**config.mk**
```make
export PLATFORM = sky130hd
export DESIGN_NAME = mse_divider
export DESIGN_NICKNAME = d
export VERILOG_FILES = /design/src/rtl/mse_divider.sv
export SDC_FILE = /design/constraint.sdc
export NUM_CORES = 1
export LEC_CHECK = 0
export BUFFER_PORTS_ARGS = -buffer_cell sky130_fd_sc_hd__clkbuf_2
export CELL_PAD_IN_SITES_DETAIL_PLACEMENT = 1
export CELL_PAD_IN_SITES_GLOBAL_PLACEMENT = 1
export CORE_MARGIN = 2
export CORE_UTILIZATION = 45
export CTS_CLUSTER_DIAMETER = 200
export DETAILED_ROUTE_END_ITERATION = 10
export PLACE_DENSITY_LB_ADDON = 0.1
export SYNTH_ARGS = -nofsm -noshare
export SYNTH_HDL_FRONTEND = slang
export SYNTH_SLANG_ARGS = --single-unit
export TNS_END_PERCENT = 20
```
**constraint.sdc**
```tcl
create_clock -name i_clk -period 7.12 [get_ports i_clk]
set_input_delay 0.356 -clock i_clk [delete_from_list [all_inputs] [get_ports i_clk]]
set_output_delay 0.356 -clock i_clk [all_outputs]
set_load 0.005 [all_outputs]
```
**src/rtl/mse_divider.sv**
```systemverilog
// ---------------------------------------------------------------------------
// mse_divider
// Signed 32-bit divider, one quotient bit per cycle, truncating toward zero.
// ---------------------------------------------------------------------------
module mse_divider (
    input  logic        i_clk,
    input  logic        i_rst_n,
    input  logic        i_start,
    input  logic [31:0] i_dividend,
    input  logic [31:0] i_divisor,
    output logic        o_done,
    output logic [31:0] o_quot,
    output logic [31:0] o_rem
);
    logic        r_busy;
    logic [5:0]  r_cnt;
    logic [31:0] r_q;
    logic [32:0] r_r;
    logic [31:0] r_d;
    logic        r_qneg;
    logic        r_rneg;
    logic [32:0] n_trial;
    logic [32:0] n_shift;

    assign n_shift = {r_r[31:0], r_q[31]};
    assign n_trial = n_shift - {1'b0, r_d};

    // Restoring division over the magnitudes
    always_ff @(posedge i_clk) begin
        if (!i_rst_n) begin
            r_busy <= 1'b0;
            r_cnt  <= '0;
            o_done <= 1'b0;
        end else begin
            o_done <= 1'b0;
            if (i_start) begin
                r_busy <= 1'b1;
                r_cnt  <= 6'd32;
                r_q    <= i_dividend[31] ? (32'd0 - i_dividend) : i_dividend;
                r_d    <= i_divisor[31] ? (32'd0 - i_divisor) : i_divisor;
                r_r    <= '0;
                r_qneg <= i_dividend[31] ^ i_divisor[31];
                r_rneg <= i_dividend[31];
            end else if (r_busy) begin
                if (n_trial[32]) begin
                    r_r <= n_shift;
                    r_q <= {r_q[30:0], 1'b0};
                end else begin
                    r_r <= n_trial;
                    r_q <= {r_q[30:0], 1'b1};
                end
                r_cnt <= r_cnt - 6'd1;
                if (r_cnt == 6'd1) begin
                    r_busy <= 1'b0;
                    o_done <= 1'b1;
                end
            end
        end
    end

    assign o_quot = r_qneg ? (32'd0 - r_q) : r_q;
    assign o_rem  = r_rneg ? (32'd0 - r_r[31:0]) : r_r[31:0];
endmodule

```
==> flow_metrics.env <==
export IMPL_p_per_area_nw_per_um2=206.4
export IMPL_die_h_um=142.0
export IMPL_cts_tree="done"
export IMPL_path_clk_slew_ns=0.08
export IMPL_ctsHtreeMaxLevel=3
export IMPL_fin_crit_sh=0.5475
export IMPL_via_per_inst=5.661
export IMPL_cts_sinks=106
export IMPL_first_global_vias=7415
export IMPL_dp_slack_ns=3.286
export IMPL_syn_inst=951
export IMPL_setup_tns_ns=0
export IMPL_synth_ff_type="edfxtp_1"
export IMPL_synthTopCellsByArea="edfxtp_1 34%, xnor2_1 11%, ha_1 5.5%"
export IMPL_nFillCells=2272
export IMPL_antenna_found_initial=1
export IMPL_cts_root_buffer="clkbuf_16"
export IMPL_n_antenna_cell=0
export IMPL_routedWlPerCell_um=17.71
export IMPL_ys_ff_latch=106
export IMPL_rsz0062_at_grt="no"
export IMPL_place_congestion=0.8728
export IMPL_layout_cells_non_filler=1303
export IMPL_tightest_slew_ns=1.145
export IMPL_area_delta_synth_final_pct=13.04
export IMPL_drt_iter0_markers=337
export IMPL_postCtsHoldBufs=0
export IMPL_grt_use_total=0.2335
export IMPL_max_freq_mhz=256.5
export IMPL_cts_made_buffers=9
export IMPL_status="completed"
export IMPL_synth_edf_count=98
export IMPL_cts_resized=0
export IMPL_wirelength_um=23070
export IMPL_hold_viol=0
export IMPL_drv_slew=0
export IMPL_placed_cells=1287
export IMPL_row_count=50
export IMPL_final_nets=1170
export IMPL_p_leak_nw=3.819
export IMPL_placement_io_buffers=131
export IMPL_cp_start_kind="register"
export IMPL_die_area_um2=20160
export IMPL_postCtsSetupRepairBufs=0
export IMPL_vias=7376
export IMPL_worstSkewPairLatency_ns=0.36
export IMPL_ant_nets=0
export IMPL_dp_hpwl_um=18250
export IMPL_peakVddDrop_mv=0.1165
export IMPL_finalSetupViolations=0
export IMPL_syn_nets=1057
export IMPL_final_util=0.5177
export IMPL_yosys_area_top_type="edfxtp_1"
export IMPL_drv_cap=0
export IMPL_fin_skew_ns=0.01478
export IMPL_async_reset_ff_frac=0
export IMPL_hold_path_class="input pin to register"
export IMPL_min_period_ns=3.898
export IMPL_ys_seq_area_frac=0.3622
export IMPL_rr_worst_depth=12
export IMPL_die_x_um=142.0
export IMPL_io_pins=132
export IMPL_critPathMaxFanout=4
export IMPL_crit_arrival_ns=3.54
export IMPL_syn_area_per_cell_um2=9.008
export IMPL_core_area_um2=18710
export IMPL_drc=0
export IMPL_maxSlewHeadroom=0.2364
export IMPL_critical_path_required_ns=6.76
export IMPL_drive_gt1_frac=0.1656
export IMPL_synth_top_area_frac=0.3435
export IMPL_initial_core_util=0.4580
export IMPL_path_class="register to output pin"
export IMPL_p_total_mw=1.999
export IMPL_synth_distinct_cells=67
export IMPL_overflow=0
export IMPL_drt_pass1_iter_count=4
export IMPL_grt_pass1_wl_um=37590
export IMPL_cp_end_kind="output pin"
export IMPL_synth_warnings=0
export IMPL_netlist_area_um2=8567
export IMPL_min_delay_path_depth=1
export IMPL_setup_slack_ns=3.222
export IMPL_cts_buffer_depth=2
export IMPL_grt_max_degree=74
## layout make-up
cell class                 count  area (um^2)  area share
tap                          234        292.8     0.03023
inverter                      58        217.7     0.02248
sequential                   106         3103      0.3204
clock buffer                   9        225.2     0.02326
multi-input combinational    755         5109      0.5275
clock inverter                 7        58.81    0.006072
timing repair buffer         134        678.2     0.07003
## cells in the mapped netlist (15+ instances only)
cell type and instances:
o41ai_1 15, o21ai_0 55, or3_1 15, nor3_1 20, nand2_1 80, xnor2_1 104
ha_1 38, inv_1 58, o31ai_1 33, a21oi_1 80, nor2_1 94, nand2b_1 20
clkbuf_1 24, mux2i_1 26, edfxtp_1 98, xor2_1 44
## flip-flops by register name (all words and copies together), names as in the netlist
signal / count
r_rneg: 1
r_busy: 1
r_r: 32
r_q: 32
r_qneg: 1
o_done: 1
r_cnt: 6
r_d: 32
## worst max-delay path, cell delays in order (launching register included)
cell      delay [ns]
edfxtp_1        0.45
or4_4           0.56
o41ai_1         0.71
o21ai_0         0.36
a21o_1          0.30
a21oi_2         0.24
o21ai_0         0.18
xnor2_1         0.22
clkbuf_2        0.15
## kinds of logic (layout without fill, tap and decap cells)
family	Yosys count	count (layout)	share of synthesized area
fa+ha+maj	39	39	0.05784
buf+inv	90	208	0.04162
compound gates	237	237	0.1745
xor+xnor	148	148	0.1513
flops	106	106	0.3622
mux	26	26	0.03038
simple gates	305	305	0.1821
## through the flow
stage	hold WS (ns)	area [um^2]
after global placement	0.4768	9400
after CTS	0.2195	9684
after floorplan	0.4549	8567
final	0.2293	9684
after detailed placement	0.4929	9400
after global routing	0.2225	9684
## final timing paths
kind | from | to | slack [ns]
min | i_divisor[0] | r_d[0] | 0.23
max | r_q[5] | o_quot[31] | 3.22
max reg2reg | r_q[31] | r_r[11] | 3.31
min reg2reg | r_cnt[0] | r_cnt[0] | 0.50
## cell usage in the layout (no fill, tap or decap), types with 9 or more instances in the layout
master / count
nand2_1: 80
xnor2_1: 104
mux2i_1: 26
edfxtp_1: 98
a21oi_1: 80
clkbuf_2: 130
inv_1: 58
or3_1: 15
nor2_1: 94
xor2_1: 44
o21ai_0: 55
nand2b_1: 20
or4_1: 12
nor3_1: 20
o31ai_1: 33
clkbuf_16: 9
ha_1: 38
o41ai_1: 15
## report_power, final
| part | total [mW] | switching, mW | leakage [nW] | internal, mW |
|---|---|---|---|---|
| clock | 0.500 | 0.256 | 0.143 | 0.244 |
| combinational | 0.679 | 0.382 | 2.68 | 0.297 |
| sequential | 0.820 | 0.0659 | 0.998 | 0.755 |
## per-layer routing
| metal | routed length [um] | share of wire | GRT usage |
|---|---|---|---|
| met5 | 11 | 0.00048 | 0 |
| met4 | 235 | 0.010 | 0.04579 |
| met1 | 10830 | 0.47 | 0.3173 |
| met3 | 1080 | 0.047 | 0.04374 |
| met2 | 10910 | 0.47 | 0.3924 |
Power figures use the tool's default switching activity.
